==> src/rtl/core/ufr_pkg.sv <==
// shared types and constants of the frame receiver
`default_nettype none

package ufr_pkg;

    localparam logic [7:0] SYNC_FIRST  = 8'hB5;
    localparam logic [7:0] SYNC_SECOND = 8'h62;

    localparam logic [2:0] EV_PAYLOAD  = 3'd0;
    localparam logic [2:0] EV_OK       = 3'd1;
    localparam logic [2:0] EV_BAD_SUM  = 3'd2;
    localparam logic [2:0] EV_BAD_SYNC = 3'd3;
    localparam logic [2:0] EV_TOO_LONG = 3'd4;

    localparam logic [15:0] MAX_LEN_RESET = 16'hFFFF;

    // register byte addresses
    localparam logic [1:0] REG_MAX_LEN = 2'd0;

    typedef struct packed {
        logic [2:0]  kind;
        logic [7:0]  data;
        logic [15:0] index;
        logic [7:0]  msg_class;
        logic [7:0]  msg_id;
        logic [15:0] msg_length;
    } t_event;

endpackage

`default_nettype wire

==> src/rtl/core/ufr_if.sv <==
// channel interfaces of the frame receiver
`default_nettype none

interface ufr_in_if;
    logic       valid;
    logic       ready;
    logic [7:0] rx_byte;

    modport source (output valid, output rx_byte, input ready);
    modport sink (input valid, input rx_byte, output ready);
endinterface

interface ufr_out_if;
    logic        valid;
    logic        ready;
    logic [2:0]  event_kind;
    logic [7:0]  payload_byte;
    logic [15:0] payload_index;
    logic [7:0]  msg_class;
    logic [7:0]  msg_id;
    logic [15:0] msg_length;
    logic        frame_end;

    modport source (
        output valid, output event_kind, output payload_byte, output payload_index,
        output msg_class, output msg_id, output msg_length, output frame_end,
        input ready
    );
    modport sink (
        input valid, input event_kind, input payload_byte, input payload_index,
        input msg_class, input msg_id, input msg_length, input frame_end,
        output ready
    );
endinterface

`default_nettype wire

==> src/rtl/core/ufr_front.sv <==
// frame parser: sync hunt, header, payload indexing and checksum check
`default_nettype none

module ufr_front (
    input  wire logic           i_clk,
    input  wire logic           i_rst_n,
    ufr_in_if.sink              i_in,
    input  wire logic           i_full,
    input  wire logic [15:0]    i_max_len,
    output ufr_pkg::t_event     o_evt,
    output logic                o_push
);
    import ufr_pkg::*;

    localparam logic [3:0] PH_HUNT    = 4'd0;
    localparam logic [3:0] PH_SYNC2   = 4'd1;
    localparam logic [3:0] PH_CLASS   = 4'd2;
    localparam logic [3:0] PH_ID      = 4'd3;
    localparam logic [3:0] PH_LEN_LO  = 4'd4;
    localparam logic [3:0] PH_LEN_HI  = 4'd5;
    localparam logic [3:0] PH_PAYLOAD = 4'd6;
    localparam logic [3:0] PH_CK_A    = 4'd7;
    localparam logic [3:0] PH_CK_B    = 4'd8;

    logic [3:0]  r_phase, n_phase;
    logic [7:0]  r_class, n_class;
    logic [7:0]  r_id, n_id;
    logic [15:0] r_len, n_len;
    logic [15:0] r_count, n_count;
    logic [7:0]  r_sum_a, n_sum_a;
    logic [7:0]  r_sum_b, n_sum_b;
    logic [7:0]  r_rx_a, n_rx_a;

    logic        take;
    logic [7:0]  b;
    logic [7:0]  acc_a;
    logic [7:0]  acc_b;
    logic [15:0] full_len;

    assign i_in.ready = ~i_full;
    assign take       = i_in.valid & ~i_full;
    assign b          = i_in.rx_byte;

    // running fletcher sum with this byte folded in
    assign acc_a    = r_sum_a + b;
    assign acc_b    = r_sum_b + acc_a;
    assign full_len = {b, r_len[7:0]};

    always_comb begin
        n_phase = r_phase;
        n_class = r_class;
        n_id    = r_id;
        n_len   = r_len;
        n_count = r_count;
        n_sum_a = r_sum_a;
        n_sum_b = r_sum_b;
        n_rx_a  = r_rx_a;
        o_push  = 1'b0;
        o_evt   = '{kind: EV_PAYLOAD, data: 8'd0, index: 16'd0,
                    msg_class: r_class, msg_id: r_id, msg_length: r_len};
        case (r_phase)
            PH_HUNT: begin
                if (b == SYNC_FIRST) begin
                    n_phase = PH_SYNC2;
                end
            end
            PH_SYNC2: begin
                if (b == SYNC_SECOND) begin
                    n_phase = PH_CLASS;
                end else begin
                    n_phase          = PH_HUNT;
                    o_push           = 1'b1;
                    o_evt.kind       = EV_BAD_SYNC;
                    o_evt.msg_class  = 8'd0;
                    o_evt.msg_id     = 8'd0;
                    o_evt.msg_length = 16'd0;
                end
            end
            PH_CLASS: begin
                n_class = b;
                n_id    = 8'd0;
                n_len   = 16'd0;
                n_count = 16'd0;
                n_sum_a = b;
                n_sum_b = b;
                n_phase = PH_ID;
            end
            PH_ID: begin
                n_id    = b;
                n_sum_a = acc_a;
                n_sum_b = acc_b;
                n_phase = PH_LEN_LO;
            end
            PH_LEN_LO: begin
                n_len   = {8'd0, b};
                n_sum_a = acc_a;
                n_sum_b = acc_b;
                n_phase = PH_LEN_HI;
            end
            PH_LEN_HI: begin
                n_len   = full_len;
                n_sum_a = acc_a;
                n_sum_b = acc_b;
                n_count = 16'd0;
                if (full_len > i_max_len) begin
                    n_phase          = PH_HUNT;
                    o_push           = 1'b1;
                    o_evt.kind       = EV_TOO_LONG;
                    o_evt.msg_length = full_len;
                end else if (full_len == 16'd0) begin
                    n_phase = PH_CK_A;
                end else begin
                    n_phase = PH_PAYLOAD;
                end
            end
            PH_PAYLOAD: begin
                o_push      = 1'b1;
                o_evt.kind  = EV_PAYLOAD;
                o_evt.data  = b;
                o_evt.index = r_count;
                n_sum_a     = acc_a;
                n_sum_b     = acc_b;
                n_count     = r_count + 16'd1;
                if (n_count == r_len) begin
                    n_phase = PH_CK_A;
                end
            end
            PH_CK_A: begin
                n_rx_a  = b;
                n_phase = PH_CK_B;
            end
            PH_CK_B: begin
                n_phase    = PH_HUNT;
                o_push     = 1'b1;
                o_evt.kind = ((r_rx_a == r_sum_a) && (b == r_sum_b)) ? EV_OK : EV_BAD_SUM;
            end
            default: begin
                n_phase = PH_HUNT;
            end
        endcase
        if (!take) begin
            o_push = 1'b0;
        end
    end

    always_ff @(posedge i_clk) begin
        if (!i_rst_n) begin
            r_phase <= PH_HUNT;
            r_class <= 8'd0;
            r_id    <= 8'd0;
            r_len   <= 16'd0;
            r_count <= 16'd0;
            r_sum_a <= 8'd0;
            r_sum_b <= 8'd0;
            r_rx_a  <= 8'd0;
        end else if (take) begin
            r_phase <= n_phase;
            r_class <= n_class;
            r_id    <= n_id;
            r_len   <= n_len;
            r_count <= n_count;
            r_sum_a <= n_sum_a;
            r_sum_b <= n_sum_b;
            r_rx_a  <= n_rx_a;
        end
    end

endmodule

`default_nettype wire

==> src/rtl/core/ufr_queue.sv <==
// short event queue between parser and output stage
`default_nettype none

module ufr_queue #(
    parameter int DEPTH = 4
) (
    input  wire logic           i_clk,
    input  wire logic           i_rst_n,
    input  wire logic           i_push,
    input  wire ufr_pkg::t_event i_evt,
    output logic                o_full,
    output logic                o_valid,
    input  wire logic           i_pop,
    output ufr_pkg::t_event     o_evt
);
    import ufr_pkg::*;

    localparam int PW = (DEPTH > 1) ? $clog2(DEPTH) : 1;
    localparam int CW = $clog2(DEPTH + 1);
    localparam logic [PW-1:0] LAST = PW'(DEPTH - 1);
    localparam logic [CW-1:0] FULL = CW'(DEPTH);

    t_event        r_mem [DEPTH];
    logic [PW-1:0] r_wr, r_rd;
    logic [CW-1:0] r_cnt;
    logic          do_pop;

    assign o_full  = (r_cnt == FULL);
    assign o_valid = (r_cnt != '0);
    assign o_evt   = r_mem[r_rd];
    assign do_pop  = i_pop & o_valid;

    always_ff @(posedge i_clk) begin
        if (i_push) begin
            r_mem[r_wr] <= i_evt;
        end
    end

    always_ff @(posedge i_clk) begin
        if (!i_rst_n) begin
            r_wr  <= '0;
            r_rd  <= '0;
            r_cnt <= '0;
        end else begin
            if (i_push) begin
                r_wr <= (r_wr == LAST) ? '0 : r_wr + PW'(1);
            end
            if (do_pop) begin
                r_rd <= (r_rd == LAST) ? '0 : r_rd + PW'(1);
            end
            case ({i_push, do_pop})
                2'b10:   r_cnt <= r_cnt + CW'(1);
                2'b01:   r_cnt <= r_cnt - CW'(1);
                default: r_cnt <= r_cnt;
            endcase
        end
    end

endmodule

`default_nettype wire

==> src/rtl/core/ufr_back.sv <==
// output stage: result register and field formatting
`default_nettype none

module ufr_back (
    input  wire logic           i_clk,
    input  wire logic           i_rst_n,
    input  wire logic           i_valid,
    input  wire ufr_pkg::t_event i_evt,
    output logic                o_pop,
    ufr_out_if.source           o_out
);
    import ufr_pkg::*;

    logic   r_valid;
    t_event r_evt;
    logic   load;

    assign load  = ~r_valid | o_out.ready;
    assign o_pop = i_valid & load;

    always_ff @(posedge i_clk) begin
        if (!i_rst_n) begin
            r_valid <= 1'b0;
        end else if (load) begin
            r_valid <= i_valid;
        end
    end

    always_ff @(posedge i_clk) begin
        if (o_pop) begin
            r_evt <= i_evt;
        end
    end

    assign o_out.valid         = r_valid;
    assign o_out.event_kind    = r_evt.kind;
    assign o_out.payload_byte  = r_evt.data;
    assign o_out.payload_index = r_evt.index;
    assign o_out.msg_class     = r_evt.msg_class;
    assign o_out.msg_id        = r_evt.msg_id;
    assign o_out.msg_length    = r_evt.msg_length;
    assign o_out.frame_end     = (r_evt.kind != EV_PAYLOAD);

endmodule

`default_nettype wire

==> src/rtl/core/ubx_frame_receiver_core.sv <==
// top level of the ubx frame receiver: parser, event queue, output stage, register port
// throughput: one byte beat per cycle while the event queue has room
// each result beat passes the queue, then the output register, before it is taken
// bytes that raise no result (sync, header, checksum a) only advance the parser
// reset: synchronous active-low i_rst_n puts the parser in sync hunt, empties
// the queue and the output register, and sets max_payload_length to 65535
`default_nettype none

module ubx_frame_receiver_core #(
    parameter int QUEUE_DEPTH = 4
) (
    input  wire logic        i_clk,
    input  wire logic        i_rst_n,
    ufr_in_if.sink           i_in,
    ufr_out_if.source        o_out,
    input  wire logic        psel,
    input  wire logic        penable,
    input  wire logic        pwrite,
    input  wire logic [1:0]  paddr,
    input  wire logic [31:0] pwdata,
    output logic [31:0]      prdata,
    output logic             pready
);
    import ufr_pkg::*;

    // length limit register, checked when the second length byte arrives
    logic [15:0] r_max_len;
    logic        cfg_wr;

    // parser to queue
    t_event      front_evt;
    logic        front_push;
    logic        q_full;

    // queue to output stage
    t_event      q_evt;
    logic        q_valid;
    logic        back_pop;

    assign pready = 1'b1;
    assign cfg_wr = psel & penable & pwrite;

    always_ff @(posedge i_clk) begin
        if (!i_rst_n) begin
            r_max_len <= MAX_LEN_RESET;
        end else if (cfg_wr && (paddr == REG_MAX_LEN)) begin
            r_max_len <= pwdata[15:0];
        end
    end

    // unknown addresses read as zero
    assign prdata = (paddr == REG_MAX_LEN) ? {16'd0, r_max_len} : 32'd0;

    // front: takes bytes whenever the queue has room
    ufr_front u_front (
        .i_clk     (i_clk),
        .i_rst_n   (i_rst_n),
        .i_in      (i_in),
        .i_full    (q_full),
        .i_max_len (r_max_len),
        .o_evt     (front_evt),
        .o_push    (front_push)
    );

    // queue decouples a stalled output from the parser
    ufr_queue #(
        .DEPTH (QUEUE_DEPTH)
    ) u_queue (
        .i_clk   (i_clk),
        .i_rst_n (i_rst_n),
        .i_push  (front_push),
        .i_evt   (front_evt),
        .o_full  (q_full),
        .o_valid (q_valid),
        .i_pop   (back_pop),
        .o_evt   (q_evt)
    );

    // back: registered result beat
    ufr_back u_back (
        .i_clk   (i_clk),
        .i_rst_n (i_rst_n),
        .i_valid (q_valid),
        .i_evt   (q_evt),
        .o_pop   (back_pop),
        .o_out   (o_out)
    );

endmodule

`default_nettype wire

==> src/flat_wrapper.sv <==
// flat-port wrapper written by rule: the top's interface ports become plain ports
module ubx_frame_receiver_core_flat import ufr_pkg::*;
#(
    parameter int QUEUE_DEPTH = 4
)
  (i_clk, i_rst_n, psel, penable, pwrite, paddr, pwdata, prdata, pready, i_in_valid, i_in_rx_byte, i_in_ready, o_out_valid, o_out_event_kind, o_out_payload_byte, o_out_payload_index, o_out_msg_class, o_out_msg_id, o_out_msg_length, o_out_frame_end, o_out_ready);
  ufr_in_if i_in_i ();
  ufr_out_if o_out_i ();
  input  wire logic i_clk;
  input  wire logic i_rst_n;
  input  wire logic psel;
  input  wire logic penable;
  input  wire logic pwrite;
  input  wire logic [1:0] paddr;
  input  wire logic [31:0] pwdata;
  output logic [31:0] prdata;
  output logic pready;
  input wire logic [$bits(i_in_i.valid)-1:0] i_in_valid;
  input wire logic [$bits(i_in_i.rx_byte)-1:0] i_in_rx_byte;
  output wire logic [$bits(i_in_i.ready)-1:0] i_in_ready;
  output wire logic [$bits(o_out_i.valid)-1:0] o_out_valid;
  output wire logic [$bits(o_out_i.event_kind)-1:0] o_out_event_kind;
  output wire logic [$bits(o_out_i.payload_byte)-1:0] o_out_payload_byte;
  output wire logic [$bits(o_out_i.payload_index)-1:0] o_out_payload_index;
  output wire logic [$bits(o_out_i.msg_class)-1:0] o_out_msg_class;
  output wire logic [$bits(o_out_i.msg_id)-1:0] o_out_msg_id;
  output wire logic [$bits(o_out_i.msg_length)-1:0] o_out_msg_length;
  output wire logic [$bits(o_out_i.frame_end)-1:0] o_out_frame_end;
  input wire logic [$bits(o_out_i.ready)-1:0] o_out_ready;
  assign i_in_i.valid = i_in_valid;
  assign i_in_i.rx_byte = i_in_rx_byte;
  assign i_in_ready = i_in_i.ready;
  assign o_out_valid = o_out_i.valid;
  assign o_out_event_kind = o_out_i.event_kind;
  assign o_out_payload_byte = o_out_i.payload_byte;
  assign o_out_payload_index = o_out_i.payload_index;
  assign o_out_msg_class = o_out_i.msg_class;
  assign o_out_msg_id = o_out_i.msg_id;
  assign o_out_msg_length = o_out_i.msg_length;
  assign o_out_frame_end = o_out_i.frame_end;
  assign o_out_i.ready = o_out_ready;
  ubx_frame_receiver_core #(.QUEUE_DEPTH(QUEUE_DEPTH)) u_core (.i_clk(i_clk), .i_rst_n(i_rst_n), .i_in(i_in_i), .o_out(o_out_i), .psel(psel), .penable(penable), .pwrite(pwrite), .paddr(paddr), .pwdata(pwdata), .prdata(prdata), .pready(pready));
endmodule
==> config.mk <==
export PLATFORM = sky130hd
export DESIGN_NAME = ubx_frame_receiver_core_flat
export DESIGN_NICKNAME = d
export VERILOG_FILES = /design/src/rtl/core/ufr_pkg.sv /design/src/rtl/core/ufr_if.sv /design/src/rtl/core/ufr_front.sv /design/src/rtl/core/ufr_queue.sv /design/src/rtl/core/ufr_back.sv /design/src/rtl/core/ubx_frame_receiver_core.sv /design/src/flat_wrapper.sv
export SDC_FILE = /design/constraint.sdc
export NUM_CORES = 1
export LEC_CHECK = 0
export BUFFER_PORTS_ARGS = -buffer_cell sky130_fd_sc_hd__buf_2
export CAP_MARGIN = 20
export CORE_AREA = 2 2 127 252
export CTS_BUF_LIST = sky130_fd_sc_hd__clkbuf_4 sky130_fd_sc_hd__clkbuf_8
export CTS_CLUSTER_SIZE = 25
export DETAILED_ROUTE_END_ITERATION = 6
export DIE_AREA = 0 0 129 254
export GPL_TIMING_DRIVEN = 0
export PLACE_DENSITY = 0.74
export SYNTH_ARGS = -nofsm -noshare
export SYNTH_HDL_FRONTEND = slang
export SYNTH_SLANG_ARGS = --single-unit
==> constraint.sdc <==
create_clock -name i_clk -period 12.4 [get_ports i_clk]
set_input_delay 1.24 -clock i_clk [delete_from_list [all_inputs] [get_ports i_clk]]
set_output_delay 1.24 -clock i_clk [all_outputs]
set_load 0.005 [all_outputs]
### Word level (Yosys, flattened, before mapping)

Memories as Yosys holds them, arrays and structs flattened. A register that Yosys moved wholly into a read port is not among the register bits.
Index checks and enable logic that the tools add are counted.

| word-level totals | value |
|---|---|
| flip-flop bits (word level) | 100 |
| bits in latches | 0 |
| RAM bits | 236 |
| ROM bits | 0 |
| bits of input ports | 49 |
| output and inout bits | 95 |
| word-level logic and storage cells | 106 |
| memories kept | 1 |

Memory list:

| memory | words | bits a word | read ports | clocked after memory_dff | write ports | RTL line | text |
|---|---|---|---|---|---|---|---|
| u_core.u_queue.r_mem | 4 | 59 | 1 | 1 | 1 | ufr_queue.sv:23 | `t_event r_mem [DEPTH];` |

| cells by class | value |
|---|---|
| $add $sub $neg | 7 |
| multiply operators | 0 |
| div/mod/pow operators | 0 |
| $lt $le $gt $ge | 1 |
| equal/unequal tests | 20 |
| shift operators | 0 |
| mux-type cells | 30 |
| bitwise gates (word level) | 9 |
| reduce and logical (&&, ||, !) cells | 24 |

Operators with widths:

| operator | count |
|---|---|
| 16-bit one-hot mux with 2 select lines | 2 |
| 16-bit two-way mux | 3 |
| 16-bit one-hot mux with 3 select lines | 1 |
| 8-bit one-hot mux with 2 select lines | 3 |
| 32-bit two-way mux | 1 |
| 4-bit one-hot mux with 8 select lines | 1 |
| 24-bit two-way mux | 1 |
| 16-bit by 1-bit adder with 16-bit output (second input constant) | 1 |
| 8-bit adder | 2 |
| 16-bit == test | 1 |
| 4-bit by 3-bit == test with 1-bit output (second input constant) | 4 |
| 8-bit == test | 2 |
| 16-bit > comparator | 1 |
| 16-bit zero test | 1 |
| 4-bit two-way mux | 3 |
| 2-bit AND reduction | 6 |
| 2-bit two-way mux | 5 |
| 2-bit nonzero test | 5 |
| 3-bit one-hot mux with 3 select lines | 1 |
| 3-bit nonzero test | 3 |
| 4-bit by 2-bit == test with 1-bit output (second input constant) | 2 |
| 8-bit by 7-bit == test with 1-bit output (second input constant) | 1 |
| 8-bit == test (second input constant) | 1 |
| 2-bit == test (second input constant) | 3 |
| 21 further kinds | 37 |

### Logic depth before layout (Yosys ltp)

Gate-level depths: netlist of the first run.

| depth | value |
|---|---|
| word-level depth | 6 |
| mapped depth | 14 |
| mapped depth without buffers | 14 |

### Modules after synthesis

Synthesis of the first run repeated with hierarchy kept, for this count alone.

| second synthesis, totals | value |
|---|---|
| cell total of the unflattened synthesis | 1249 |
| area total of the unflattened synthesis | 17097.6 µm² |

Modules (own cells, without submodules):

| module | instances | cells an instance | area each (µm²) | sequential area each (µm²) |
|---|---|---|---|---|
| ufr_queue | 1 | 360 | 8997.4 | 7267.0 |
| ufr_front | 1 | 712 | 5397.7 | 1521.5 |
| ufr_back | 1 | 64 | 1818.0 | 1791.7 |
| ubx_frame_receiver_core | 1 | 113 | 884.6 | 320.3 |

### Worst setup path before layout of the first run

OpenSTA, ideal clock, no wires.

| path | value |
|---|---|
| path type | input port to flip-flop |
| from | input o_out_ready |
| to | register u_core.u_queue.r_cnt[2] |
| setup time | 0.070 ns |
| data arrival time | 5.640 ns |
| data required time | 12.330 ns |
| setup slack | 6.689 ns |
| cell stages on the path | 7 |
| path buffers | 0 |
| path through | inv_1 a21oi_1 ha_1 fa_1 xnor2_1 or3_1 a21oi_1 |

| on the way | value |
|---|---|
| word-level cells in the longest chain between the ends | 5 |
| elaborated cells on any way between the ends | 7 |
| classes of those cells | eq/ne: 2; mux: 1; bitwise: 3; reduce/logical: 1 |

RTL lines:

| element | RTL line | text |
|---|---|---|
| start, declared | flat_wrapper.sv:29 | `input wire logic [$bits(o_out_i.ready)-1:0] o_out_ready;` |
| 1-bit bitwise OR (*) | ufr_back.sv:18 | `assign load = ~r_valid \| o_out.ready;` |
| 1-bit AND (*) | ufr_back.sv:19 | `assign o_pop = i_valid & load;` |
| via u_core.back_pop | ubx_frame_receiver_core.sv:38 | `logic back_pop;` |
| 1-bit AND (*) | ufr_queue.sv:31 | `assign do_pop = i_pop & o_valid;` |
| 2-bit by 1-bit == test with 1-bit output or 2-bit == test (tied branches) | ufr_queue.sv:51 | `case ({i_push, do_pop})` |
| 3-bit one-hot mux with 2 select lines or 2-bit nonzero test (tied branches) | n/a |  |
| end signal, assigned | ufr_queue.sv:52 | `2'b10: r_cnt <= r_cnt + CW'(1);` |
| end signal, assigned | ufr_queue.sv:53 | `2'b01: r_cnt <= r_cnt - CW'(1);` |
| end signal, assigned | ufr_queue.sv:54 | `default: r_cnt <= r_cnt;` |
| end, declared | ufr_queue.sv:25 | `logic [CW-1:0] r_cnt;` |

Mark *: on every way through the listed nets, which the timed path passes. The rest lies on a longest branch.
A chain may end at the register's enable or synchronous reset.

### Final worst setup path of the first run

| path | value |
|---|---|
| from | input i_in_rx_byte[1] |
| to | register u_core.u_queue.r_cnt[2] |

| on the way | value |
|---|---|
| word-level cells in the longest chain between the ends | 6 |
| elaborated cells on any way between the ends | 10 |
| classes of those cells | order compare: 1; eq/ne: 3; mux: 5; reduce/logical: 1 |

RTL lines:

| element | RTL line | text |
|---|---|---|
| start, declared | flat_wrapper.sv:19 | `input wire logic [$bits(i_in_i.rx_byte)-1:0] i_in_rx_byte;` |
| 16-bit > comparator or 8-bit by 7-bit == test with 1-bit output (tied branches) | ufr_front.sv:105, ufr_front.sv:68 |  |
| 1-bit two-way mux (on tied branches) | ufr_front.sv:105, ufr_front.sv:68 |  |
| 1-bit one-hot mux with 3 select lines (*) | ufr_front.sv:61 | `case (r_phase)` |
| 1-bit two-way mux (*) | ufr_front.sv:141 | `if (!take) begin` |
| 2-bit by 1-bit == test with 1-bit output or 2-bit == test (tied branches) | ufr_queue.sv:51 |  |
| 3-bit one-hot mux with 2 select lines or 2-bit nonzero test (tied branches) | n/a |  |

Mark *: on every way between the ends. The rest lies on a longest branch, timed or not.

==> impl_metrics.json, run 1 <==
{
  "setup_viol": 0,
  "fp.dieH_um": 254,
  "timing.max_cap.violations": 0,
  "hold_start": "u_core.u_front.r_class[3]$_SDFFE_PN0P_",
  "slew-limit-headroom": 0.400,
  "postCtsResizedCells": 0,
  "ys_async_sr_fraction": 0,
  "grt_overflow": 0,
  "layout.cell_area.non_filler_mm2": 0.0193,
  "final_hold_viol_count": 0,
  "via_per_inst": 5.65,
  "die_width_um": 129,
  "p_leak_nw": 7.00,
  "critical_path_arrival_ns": 4.67,
  "synthDominantCellAreaShare": 0.529,
  "cp_data_required_time_ns": 12.93,
  "cts_hold_buf": 0,
  "clkSinkCount": 395,
  "finalMaxSlewViolations": 0,
  "crit_slowest_cell": "sky130_fd_sc_hd__a211oi_1",
  "layout-drive-gt1-share": 0.221,
  "tns_ns": 0,
  "clock_latency_ns": 0.61,
  "rsz0062_at_grt": "no",
  "vias_in_the_first_global_route": 10817,
  "clock_period_minus_final_worst_setup_slack_ns": 4.15,
  "wire_length_of_the_first_global_routing_pass_mm": 57.3,
  "run_status": "finished, final reports clean",
  "detailedPlacementHpwl_mm": 26.6,
  "post_synth_main_area_contributors": "sky130_fd_sc_hd__edfxtp_1, sky130_fd_sc_hd__dfxtp_1, sky130_fd_sc_hd__mux4_2, sky130_fd_sc_hd__ha_1, sky130_fd_sc_hd__a21oi_1",
  "critical_path.reg2reg.endpoint": "u_core.u_queue.r_cnt[2]$_SDFFE_PN0P_",
  "gp_congestion": 0.957,
  "netlist_area_mm2": 0.0167,
  "drt.antenna.violating_nets": 0,
  "dpl-instance-area_mm2": 0.0181,
  "yosys.cell_types.count": 64,
  "synth_flop_cell": "sky130_fd_sc_hd__edfxtp_1",
  "routed_wirelength_mm": 37.1,
  "drc": 0,
  "synth_seq_cells": 395,
  "ff2ff_setup_slack_ns": 8.61,
  "wire_per_inst_um": 19.9,
  "reg2reg_from": "u_core.u_front.r_len[5]$_SDFFE_PN0P_",
  "worst-r2r-cell-count": 11,
  "tritoncts": "done",
  "maximum_number_of_pins_on_one_net_before_global_route_repair": 30,
  "global_route.usage.total": 0.232,
  "synth_to_final_area_change_pct": 15.3,
  "floorplan.io_pins": 144,
  "post-route-util": 0.625,
  "synth_warnings": 0,
  "clk_pin_slew_worst_paths_ns": 0.07,
  "holdPathEnd": "u_core.u_front.r_class[3]$_SDFFE_PN0P_",
  "num_rows": 91,
  "synth_area_leader_cell": "sky130_fd_sc_hd__edfxtp_1",
  "fin_nets": 1485,
  "critPathKind": "in2reg",
  "irDropWorstVdd_v": 0.000131,
  "postCtsSetupRepairBufs": 0,
  "critical_path_peak_fanout": 6,
  "power_per_cell_area_mw_per_mm2": 194,
  "cts_buffer_depth": 3,
  "port_buffers": 108,
  "detail_route.iter0.violations": 549,
  "clock-skew-final_ns": 0.0295,
  "min_delay_worst_type": "reg2reg",
  "root_buffer": "sky130_fd_sc_hd__clkbuf_8",
  "synth.avg_cell_area_um2": 13.9,
  "cts.htree.levels": 2,
  "total_cts_buffers": 52,
  "fmax_mhz": 241,
  "critical_path.startpoint_type": "primary input",
  "crit_family": "compound AO/OA/AOI/OAI gates",
  "start_util": 0.543,
  "cp-end-kind": "register",
  "number_of_iterations_in_the_first_detailed_routing_pass": 6,
  "timing.final.crit_share": 0.334,
  "worst_slew_pin_slew_ns": 0.900,
  "critPathBufInv": 1,
  "dr_total_vias": 10505,
  "register_area_share_after_synthesis": 0.649,
  "netlist_instances": 1208,
  "min_delay_path_depth": 2,
  "synth_enable_flop_cells": 295,
  "fp.coreArea_mm2": 0.0309,
  "critical_path.cell_chain": "buf_2 -> ha_1 -> a21o_1 -> nand3_1 -> a21oi_1 -> a211oi_1 -> a211oi_1 -> o21ai_2 -> ha_1 -> fa_1 -> xnor2_1 -> or3_1 -> a21oi_1",
  "design.die.area_mm2": 0.0328,
  "critical_path.max_stage_delay_ns": 0.69,
  "grt_antenna_before_repair": 1
}
==> final cells by class <==
| type | count | area (um2) |
|---|---|---|
| fillers | 2350 | 11600 |
| flip-flops and latches | 395 | 10900 |
| multi-input cells | 713 | 5470 |
| clock buffers | 69 | 881 |
| repair buffers | 119 | 763 |
| well taps | 418 | 523 |
| plain buffers | 83 | 394 |
| clock inverters | 29 | 290 |
| inverters | 32 | 120 |
| diodes | 1 | 2.50 |
==> through the flow <==
stage,total power [mW],hold slack [ns],cells,worst slack (ns)
final,3.75,0.450,1859,8.25
after global placement,2.68,0.438,1749,4.18
after global routing,3.93,0.468,1859,8.10
after detailed placement,2.72,0.442,1760,7.72
after CTS,3.78,0.451,1858,8.35
after floorplan,2.38,0.427,1223,6.69
==> Yosys cell counts, drive strengths merged (7+ instances only) <==
cell type and count:
nand3 39, mux2i 13, nand4 12, nor4 9
mux4 59, and3 13, a21oi 83, buf 41
nor2b 26, a22o 8, and2 26, dfxtp 100
ha 37, inv 32, nand2 93, a211oi 7
nor3 36, edfxtp 295, o21ai 27, clkbuf 42
xnor2 45, xor2 12, o211ai 24, nor2 71
==> power by group <==
part | internal [mW] | total, mW | switching [mW]
Sequential | 1.65 | 1.73 | 0.0747
Combinational | 0.406 | 0.956 | 0.550
Clock | 0.592 | 1.07 | 0.473
Total | 2.65 | 3.75 | 1.10
==> worst max path at each step <==
stage | from | end | slack (ns) | cells after the start
2_1_floorplan | o_out_ready | u_core.u_queue.r_cnt[2]$_SDFFE_PN0P_ | 6.69 | 7
3_3_place_gp | i_in_rx_byte[2] | u_core.u_queue.r_mem[3][52]$_DFFE_PP_ | 4.18 | 8
3_5_place_dp | i_in_rx_byte[1] | u_core.u_queue.r_cnt[2]$_SDFFE_PN0P_ | 7.72 | 13
4_1_cts | i_in_rx_byte[5] | u_core.u_queue.r_cnt[2]$_SDFFE_PN0P_ | 8.35 | 12
5_1_grt | i_in_rx_byte[1] | u_core.u_queue.r_cnt[2]$_SDFFE_PN0P_ | 8.10 | 13
6_report | i_in_rx_byte[1] | u_core.u_queue.r_cnt[2]$_SDFFE_PN0P_ | 8.25 | 13
==> flip-flops by register name, summed over array words and instances, names as in the netlist, 3 cells and up <==
register	cells
u_core.u_queue.r_mem	236
u_core.r_max_len	16
u_core.u_back.o_out.msg_length	16
u_core.u_back.o_out.payload_index	16
u_core.u_front.r_count	16
u_core.u_front.r_len	16
u_core.u_back.o_out.msg_class	8
u_core.u_back.o_out.msg_id	8
u_core.u_back.o_out.payload_byte	8
u_core.u_front.r_class	8
u_core.u_front.r_id	8
u_core.u_front.r_rx_a	8
u_core.u_front.r_sum_a	8
u_core.u_front.r_sum_b	8
u_core.u_front.r_phase	4
u_core.u_back.o_out.event_kind	3
u_core.u_queue.r_cnt	3
==> worst register-to-register path: stages (launching register included) <==
cell and delay (ns):
sky130_fd_sc_hd__dfxtp_1 0.44, sky130_fd_sc_hd__ha_1 0.37, sky130_fd_sc_hd__a21oi_1 0.08, sky130_fd_sc_hd__o21ai_0 0.22
sky130_fd_sc_hd__o21ai_0 0.28, sky130_fd_sc_hd__a211oi_1 0.69, sky130_fd_sc_hd__o21ai_2 0.32, sky130_fd_sc_hd__ha_1 0.31
sky130_fd_sc_hd__fa_1 0.44, sky130_fd_sc_hd__xnor2_1 0.14, sky130_fd_sc_hd__or3_1 0.31, sky130_fd_sc_hd__a21oi_1 0.14
==> cell usage in the layout, fill, tap and decap left out, drive strengths merged, types with 21 or more instances in the layout <==
| cell type | count |
|---|---|
| edfxtp | 295 |
| buf | 160 |
| clkbuf | 111 |
| dfxtp | 100 |
| nand2 | 93 |
| a21oi | 83 |
| nor2 | 71 |
| mux4 | 59 |
| xnor2 | 45 |
| nand3 | 39 |
| ha | 37 |
| nor3 | 36 |
| inv | 33 |
| o21ai | 27 |
| nor2b | 26 |
| and2 | 26 |
| o211ai | 24 |
| clkinv | 21 |
==> layer usage <==
metal,GRT usage,vias to the layer above,wire [um]
li1,-,4877,-
met1,0.238,5099,12700
met2,0.437,385,20400
met3,0.0320,144,1620
met4,0.137,0,2320
met5,0,-,0
==> cells by family (layout without fill, tap and decap cells) <==
logic type	Yosys count	after routing	synth area share
AND/OR/NAND/NOR	348	348	0.104
adder cells (fa/ha/maj)	40	40	0.0312
flip-flops	395	395	0.649
other	2	18	0.000449
buffers and inverters	115	332	0.0307
XOR/XNOR	57	57	0.0298
AO/OA/AOI/OAI	178	178	0.0669
multiplexers	73	73	0.0878
Note: power is estimated with default switching activity, not from simulation.
==> run 2: changes to the inputs <==
--- a/config.mk
+++ b/config.mk
@@ -5,15 +5,16 @@
 export SDC_FILE = /design/constraint.sdc
 export NUM_CORES = 1
 export LEC_CHECK = 0
+export ABC_AREA = 1
 export BUFFER_PORTS_ARGS = -buffer_cell sky130_fd_sc_hd__buf_2
 export CAP_MARGIN = 20
-export CORE_AREA = 2 2 127 252
+export CORE_AREA = 2 2 128 254
 export CTS_BUF_LIST = sky130_fd_sc_hd__clkbuf_4 sky130_fd_sc_hd__clkbuf_8
 export CTS_CLUSTER_SIZE = 25
 export DETAILED_ROUTE_END_ITERATION = 6
-export DIE_AREA = 0 0 129 254
+export DIE_AREA = 0 0 130 256
 export GPL_TIMING_DRIVEN = 0
-export PLACE_DENSITY = 0.74
+export PLACE_DENSITY = 0.73
 export SYNTH_ARGS = -nofsm -noshare
 export SYNTH_HDL_FRONTEND = slang
 export SYNTH_SLANG_ARGS = --single-unit
==> constraint.sdc (replaced) <==
create_clock -name i_clk -period 4.3 [get_ports i_clk]
set_input_delay 0.43 -clock i_clk [delete_from_list [all_inputs] [get_ports i_clk]]
set_output_delay 0.43 -clock i_clk [all_outputs]
set_load 0.005 [all_outputs]
==> impl_metrics.json, run 2 <==
{
  "yosysMostFrequentCell": "sky130_fd_sc_hd__edfxtp_1",
  "slew-limit-headroom": 0.472,
  "dp_cells": 2166,
  "synth_to_final_area_change_pct": 15.0,
  "timing.final.crit_share": 0.912,
  "total_cts_buffers": 51,
  "mostFrequentLayoutCells": "sky130_fd_sc_hd__edfxtp_1, sky130_fd_sc_hd__nor2_1, sky130_fd_sc_hd__nand2_1",
  "largest_register_ff_count": 236,
  "power.combinational.fraction": 0.309,
  "number_of_iterations_in_the_first_detailed_routing_pass": 5,
  "ff2ff_setup_slack_ns": 0.38,
  "net_sw_power_mw": 4.18,
  "register_area_share_after_synthesis": 0.640,
  "clkSinkCount": 395,
  "critical_path_arrival_ns": 4.23,
  "tritoncts": "done",
  "port_buffers": 110,
  "cp_data_required_time_ns": 4.61,
  "synth_seq_cells": 395,
  "grt_antenna_before_repair": 1,
  "ff_latch_area_mm2": 0.0109,
  "gp_congestion": 0.946,
  "synth_enable_flop_cells": 295,
  "fin_nets": 1885,
  "detail_route.iter0.violations": 830,
  "synth_flop_cell": "sky130_fd_sc_hd__edfxtp_1",
  "netlist_instances": 1608,
  "netlist_area_mm2": 0.0170,
  "design.die.area_mm2": 0.0333,
  "via_per_inst": 5.60,
  "synth_area_leader_cell": "sky130_fd_sc_hd__edfxtp_1",
  "floorplan.io_pins": 144,
  "clock_latency_ns": 0.62,
  "layout-drive-gt1-share": 0.156,
  "fin_worst_hold_slack_ns": 0.0414,
  "worst-r2r-cell-count": 17,
  "start_util": 0.540,
  "min_delay_worst_type": "in2reg",
  "multiInputGateArea_mm2": 0.00531,
  "num_rows": 92,
  "timing.max_cap.violations": 0,
  "layout.cells.non_filler": 2263,
  "cts_hold_buf": 0,
  "post_synth_main_area_contributors": "sky130_fd_sc_hd__edfxtp_1, sky130_fd_sc_hd__dfxtp_1, sky130_fd_sc_hd__nor2_1, sky130_fd_sc_hd__nand2_1, sky130_fd_sc_hd__o21ai_0",
  "rsz0062_at_grt": "no",
  "fp.dieH_um": 256,
  "critPathKind": "reg2reg",
  "num-fill-cells": 2528,
  "critical_path_peak_fanout": 23,
  "yosys.cell_types.count": 51,
  "synth_warnings": 0,
  "wire_per_inst_um": 19.1,
  "synth.avg_cell_area_um2": 10.5,
  "clock-skew-final_ns": 0.0238,
  "vias_in_the_first_global_route": 12657,
  "cp-end-kind": "register",
  "synthDominantCellAreaShare": 0.522,
  "post_synth_most_frequent_cells": "sky130_fd_sc_hd__edfxtp_1, sky130_fd_sc_hd__nor2_1, sky130_fd_sc_hd__nand2_1",
  "drc": 0,
  "global_route.usage.total": 0.259,
  "wire_length_of_the_first_global_routing_pass_mm": 65.6,
  "registers.top_by_ff_count": "u_core.u_queue.r_mem",
  "finalMaxSlewViolations": 0,
  "final_hold_viol_count": 0,
  "die_width_um": 130,
  "root_buffer": "sky130_fd_sc_hd__clkbuf_8",
  "worst_slew_pin_slew_ns": 0.791,
  "cts.htree.levels": 2,
  "dpl-instance-area_mm2": 0.0184,
  "maximum_number_of_pins_on_one_net_before_global_route_repair": 31,
  "p_leak_nw": 7.28,
  "layout.cell_area.non_filler_mm2": 0.0195,
  "dr_total_vias": 12681,
  "ys_async_sr_fraction": 0,
  "detailedPlacementHpwl_mm": 31.2,
  "min_delay_path_depth": 3,
  "drt.antenna.violating_nets": 0,
  "fmax_mhz": 255,
  "layout_commonest_cell": "sky130_fd_sc_hd__edfxtp_1",
  "fp.coreArea_mm2": 0.0314,
  "run_status": "finished, final reports clean",
  "clock_power_share": 0.256,
  "clk_pin_slew_worst_paths_ns": 0.07,
  "cts_buffer_depth": 3,
  "irDropWorstVdd_v": 0.000442,
  "seqPwrFrac": 0.434,
  "power_per_cell_area_mw_per_mm2": 615,
  "setup_viol": 0,
  "switching_power_as_a_share_of_total_power": 0.348,
  "postCtsResizedCells": 0,
  "internal-power_mw": 7.83,
  "postCtsSetupRepairBufs": 0,
  "clock_period_minus_final_worst_setup_slack_ns": 3.92,
  "critical_path.startpoint_type": "register",
  "routed_wirelength_mm": 43.2,
  "post-route-util": 0.621,
  "grt_overflow": 0
}
[run 2: cell count changes after synthesis, sizes merged, moves of 14 or more]
cell	delta
and2	-26
clkbuf	+14
inv	+99
mux4	-59
nand2	+132
nor2	+184
nor2b	-26
nor3	-32
o21ai	+145
o22ai	+66
xnor2	-42
[run 2: area by class of cell]
type                       instances  area share
clock buffer                      70      0.0446
sequential                       395       0.557
buffer                            85      0.0204
timing repair buffer             120      0.0396
clock inverter                    26      0.0141
tap                              423      0.0271
antenna                            1    0.000128
multi-input combinational       1011       0.272
inverter                         132      0.0256
[run 2: kinds of logic (layout without fill, tap and decap cells)]
| family | Yosys count | after routing | synth area share |
|---|---|---|---|
| flops | 395 | 395 | 0.640 |
| other cells | 2 | 18 | 0.000443 |
| buf+inv | 217 | 433 | 0.0530 |
| xor+xnor | 24 | 24 | 0.0141 |
| simple gates | 562 | 562 | 0.141 |
| compound gates | 368 | 368 | 0.121 |
| fa+ha+maj | 40 | 40 | 0.0308 |
[run 2: critical path: stages, from the launching register on]
cell	delay [ns]
sky130_fd_sc_hd__dfxtp_1	0.35
sky130_fd_sc_hd__inv_1	0.14
sky130_fd_sc_hd__ha_1	0.23
sky130_fd_sc_hd__o21bai_1	0.13
sky130_fd_sc_hd__nand2_1	0.06
sky130_fd_sc_hd__nand2_1	0.06
sky130_fd_sc_hd__nand2_1	0.05
sky130_fd_sc_hd__nand2_1	0.06
sky130_fd_sc_hd__nand2_1	0.05
sky130_fd_sc_hd__nand2_1	0.05
sky130_fd_sc_hd__nand2_1	0.25
sky130_fd_sc_hd__nor2_1	0.42
sky130_fd_sc_hd__nor2_1	0.14
sky130_fd_sc_hd__nand3_2	0.17
sky130_fd_sc_hd__nand2_1	0.27
sky130_fd_sc_hd__nor2_4	0.69
sky130_fd_sc_hd__buf_12	0.27
sky130_fd_sc_hd__buf_16	0.18
[run 2: power by group through the flow]
| stage | logic (mW) | registers (mW) | clock network [mW] |
|---|---|---|---|
| after floorplan | 2.19 | 5.33 | 0 |
| after global placement | 3.43 | 5.35 | 0 |
| after detailed placement | 3.70 | 5.30 | 0 |
| after CTS | 3.72 | 5.21 | 3.10 |
| after global routing | 4.08 | 5.27 | 3.24 |
| final | 3.72 | 5.22 | 3.08 |
[run 2: path summary, 6_finish.rpt]
kind / start / to
worst max-delay path: u_core.u_front.r_len[0]$_SDFFE_PN0P_ / u_core.u_queue.r_mem[2][3]$_DFFE_PP_
worst max register to register: u_core.u_front.r_len[0]$_SDFFE_PN0P_ / u_core.u_queue.r_mem[2][3]$_DFFE_PP_
worst min-delay path: pwdata[11] / u_core.r_max_len[11]$_SDFFE_PN1P_
worst min register to register: u_core.u_front.r_id[1]$_SDFFE_PN0P_ / u_core.u_front.r_id[1]$_SDFFE_PN0P_
[run 2: layer usage]
layer / global-route usage / share of wire / vias up / routed length (um)
met3: 0.0311 / 0.049 / 148 / 2130
met5: 0 / 0 / - / 0
met1: 0.252 / 0.33 / 6056 / 14300
met4: 0.165 / 0.060 / 0 / 2580
li1: - / - / 5948 / -
met2: 0.496 / 0.56 / 529 / 24200
[run 2: metrics by stage]
stage | TNS (ns) | power (mW) | worst slack, ns
floorplan | -104.68 | 7.52 | -0.444
global placement | -727.71 | 8.78 | -3.16
detailed placement | 0 | 9.00 | 0.156
CTS | 0 | 12.0 | 0.391
global route | 0 | 12.6 | 0.131
finish | 0 | 12.0 | 0.377
==> run 3: changes to the inputs <==
--- a/config.mk
+++ b/config.mk
@@ -5,16 +5,16 @@
 export SDC_FILE = /design/constraint.sdc
 export NUM_CORES = 1
 export LEC_CHECK = 0
-export ABC_AREA = 1
+export ABC_AREA = 0
 export BUFFER_PORTS_ARGS = -buffer_cell sky130_fd_sc_hd__buf_2
 export CAP_MARGIN = 20
-export CORE_AREA = 2 2 128 254
+export CORE_AREA = 2 2 127 252
 export CTS_BUF_LIST = sky130_fd_sc_hd__clkbuf_4 sky130_fd_sc_hd__clkbuf_8
 export CTS_CLUSTER_SIZE = 25
 export DETAILED_ROUTE_END_ITERATION = 6
-export DIE_AREA = 0 0 130 256
+export DIE_AREA = 0 0 129 254
 export GPL_TIMING_DRIVEN = 0
-export PLACE_DENSITY = 0.73
+export PLACE_DENSITY = 0.74
 export SYNTH_ARGS = -nofsm -noshare
 export SYNTH_HDL_FRONTEND = slang
 export SYNTH_SLANG_ARGS = --single-unit
==> impl_metrics.json, run 3 (synthesis results as in run 1) <==
{
  "run_status": "finished, final reports clean",
  "slew-limit-headroom": 0.280,
  "grt_antenna_before_repair": 1,
  "wire_per_inst_um": 20.2,
  "wire_length_of_the_first_global_routing_pass_mm": 57.3,
  "cts.htree.levels": 2,
  "postCtsSetupRepairBufs": 0,
  "postCtsResizedCells": 0,
  "clock_latency_ns": 0.61,
  "drc": 0,
  "min_delay_worst_type": "in2reg",
  "root_buffer": "sky130_fd_sc_hd__clkbuf_8",
  "design.die.area_mm2": 0.0328,
  "grt_overflow": 0,
  "fp.dieH_um": 254,
  "final_hold_viol_count": 0,
  "clock_power_share": 0.267,
  "critical_path.startpoint_type": "register",
  "dr_total_vias": 10422,
  "total_cts_buffers": 51,
  "layout_commonest_cell": "sky130_fd_sc_hd__edfxtp_1",
  "critical_path.max_stage_delay_ns": 0.95,
  "start_util": 0.543,
  "multiInputGateArea_mm2": 0.00547,
  "clkSinkCount": 395,
  "power_per_cell_area_mw_per_mm2": 553,
  "seqPwrFrac": 0.470,
  "maximum_number_of_pins_on_one_net_before_global_route_repair": 30,
  "cts_hold_buf": 0,
  "synth_to_final_area_change_pct": 14.5,
  "die_width_um": 129,
  "fp.coreArea_mm2": 0.0309,
  "switching_power_as_a_share_of_total_power": 0.304,
  "setup_viol": 0,
  "worst_slew_pin_slew_ns": 1.07,
  "gp_congestion": 0.951,
  "rsz0062_at_grt": "no",
  "drt.antenna.violating_nets": 0,
  "detail_route.iter0.violations": 584,
  "crit_slowest_cell": "sky130_fd_sc_hd__nor4_1",
  "irDropWorstVdd_v": 0.000280,
  "critPathBufInv": 1,
  "clk_pin_slew_worst_paths_ns": 0.07,
  "via_per_inst": 5.62,
  "critical_path.cell_chain": "inv_1 -> ha_1 -> nand4_1 -> nor4_1 -> a211oi_1 -> o21ai_2 -> ha_1 -> fa_1 -> xnor2_1 -> or3_1 -> a21oi_1",
  "floorplan.io_pins": 144,
  "vias_in_the_first_global_route": 10531,
  "fmax_mhz": 265,
  "cts_buffer_depth": 3,
  "critPathKind": "reg2reg",
  "global_route.usage.total": 0.233,
  "clock_period_minus_final_worst_setup_slack_ns": 3.77,
  "power.combinational.fraction": 0.263,
  "layout.cell_area.non_filler_mm2": 0.0192,
  "routed_wirelength_mm": 37.5,
  "detailedPlacementHpwl_mm": 26.9,
  "worst_path_most_repeated_cell": "sky130_fd_sc_hd__ha_1",
  "fin_nets": 1484,
  "tritoncts": "done",
  "clock-skew-final_ns": 0.0250,
  "timing.max_cap.violations": 0,
  "p_leak_nw": 6.91,
  "dp_cells": 1759,
  "net_sw_power_mw": 3.22,
  "finalMaxSlewViolations": 0,
  "cp_data_required_time_ns": 4.83,
  "dpl-instance-area_mm2": 0.0181,
  "number_of_iterations_in_the_first_detailed_routing_pass": 5,
  "cp-end-kind": "register",
  "registers.top_by_ff_count": "u_core.u_queue.r_mem",
  "num-fill-cells": 2379,
  "largest_register_ff_count": 236,
  "crit_family": "simple AND/OR/NAND/NOR gates",
  "critical_path_peak_fanout": 5,
  "timing.final.crit_share": 0.877,
  "layout.cells.non_filler": 1855,
  "port_buffers": 108,
  "layout-drive-gt1-share": 0.219,
  "mostFrequentLayoutCells": "sky130_fd_sc_hd__edfxtp_1, sky130_fd_sc_hd__buf_2, sky130_fd_sc_hd__dfxtp_1",
  "num_rows": 91,
  "critical_path_arrival_ns": 4.30,
  "ff_latch_area_mm2": 0.0109,
  "internal-power_mw": 7.38
}
==> run 3: cell count changes in the layout (fill, tap and decap cells not counted), moves of 26 or more <==
cell / before / now
sky130_fd_sc_hd__and2_1: 0 / 26
sky130_fd_sc_hd__nor2b_1: 0 / 26
sky130_fd_sc_hd__nor2_1: 236 / 65
sky130_fd_sc_hd__xnor2_1: 3 / 45
sky130_fd_sc_hd__nor3_1: 3 / 34
sky130_fd_sc_hd__o22ai_1: 66 / 0
sky130_fd_sc_hd__o21ai_0: 154 / 24
sky130_fd_sc_hd__nand2_1: 216 / 93
sky130_fd_sc_hd__mux4_2: 0 / 59
sky130_fd_sc_hd__inv_1: 117 / 31
==> run 3: final cells by class <==
type | count | share of cell area
buffer | 83 | 0.0206
clock inverter | 34 | 0.0146
timing repair buffer | 119 | 0.0390
tap | 418 | 0.0273
antenna | 1 | 0.000131
sequential | 395 | 0.567
inverter | 32 | 0.00627
clock buffer | 60 | 0.0402
multi-input combinational | 713 | 0.285
==> run 3: power by group through the flow <==
stage,combinational (mW),clock (mW),sequential [mW]
5_1_grt,3.04,3.02,5.03
6_report,2.79,2.83,4.98
3_5_place_dp,2.81,0,5.06
2_1_floorplan,1.76,0,5.09
3_3_place_gp,2.67,0,5.08
4_1_cts,2.82,2.88,4.98
==> run 3: worst paths after layout <==
| path | from | to | slack [ns] | depth (start not counted) |
|---|---|---|---|---|
| max reg2reg | u_core.r_max_len[15]$_SDFFE_PN1P_ | u_core.u_queue.r_cnt[2]$_SDFFE_PN0P_ | 0.53 | 11 |
| max | u_core.r_max_len[15]$_SDFFE_PN1P_ | u_core.u_queue.r_cnt[2]$_SDFFE_PN0P_ | 0.53 | 11 |
| min | pwdata[8] | u_core.r_max_len[8]$_SDFFE_PN1P_ | 0.06 | 3 |
| min reg2reg | u_core.u_front.r_class[5]$_SDFFE_PN0P_ | u_core.u_front.r_class[5]$_SDFFE_PN0P_ | 0.45 | 2 |
==> run 3: metrics by stage <==
step	total power [mW]	setup WS, ns	util	hold WS [ns]	TNS, ns
2_1_floorplan	6.84	-0.316	-	0.427	-74.58
3_5_place_dp	7.87	0.360	0.587	0.442	0
6_report	10.6	0.530	0.621	0.0552	0
5_1_grt	11.1	0.335	0.621	0.0589	0
4_1_cts	10.7	0.613	0.621	0.0217	0
3_3_place_gp	7.75	-3.06	0.579	0.441	-711.38
==> run 3: metal layers <==
layer  vias up  track usage  wire length [um]
met1      5080        0.246             13100
met4         0        0.116              1770
met5         -            0                 0
li1       4864            -                 -
met3       111       0.0278              1570
met2       367        0.444             21100
==> run 3: worst min-delay path, stage by stage <==
cell	delay, ns
sky130_fd_sc_hd__buf_2	0.08
sky130_fd_sc_hd__nand2_1	0.04
sky130_fd_sc_hd__o211ai_1	0.07
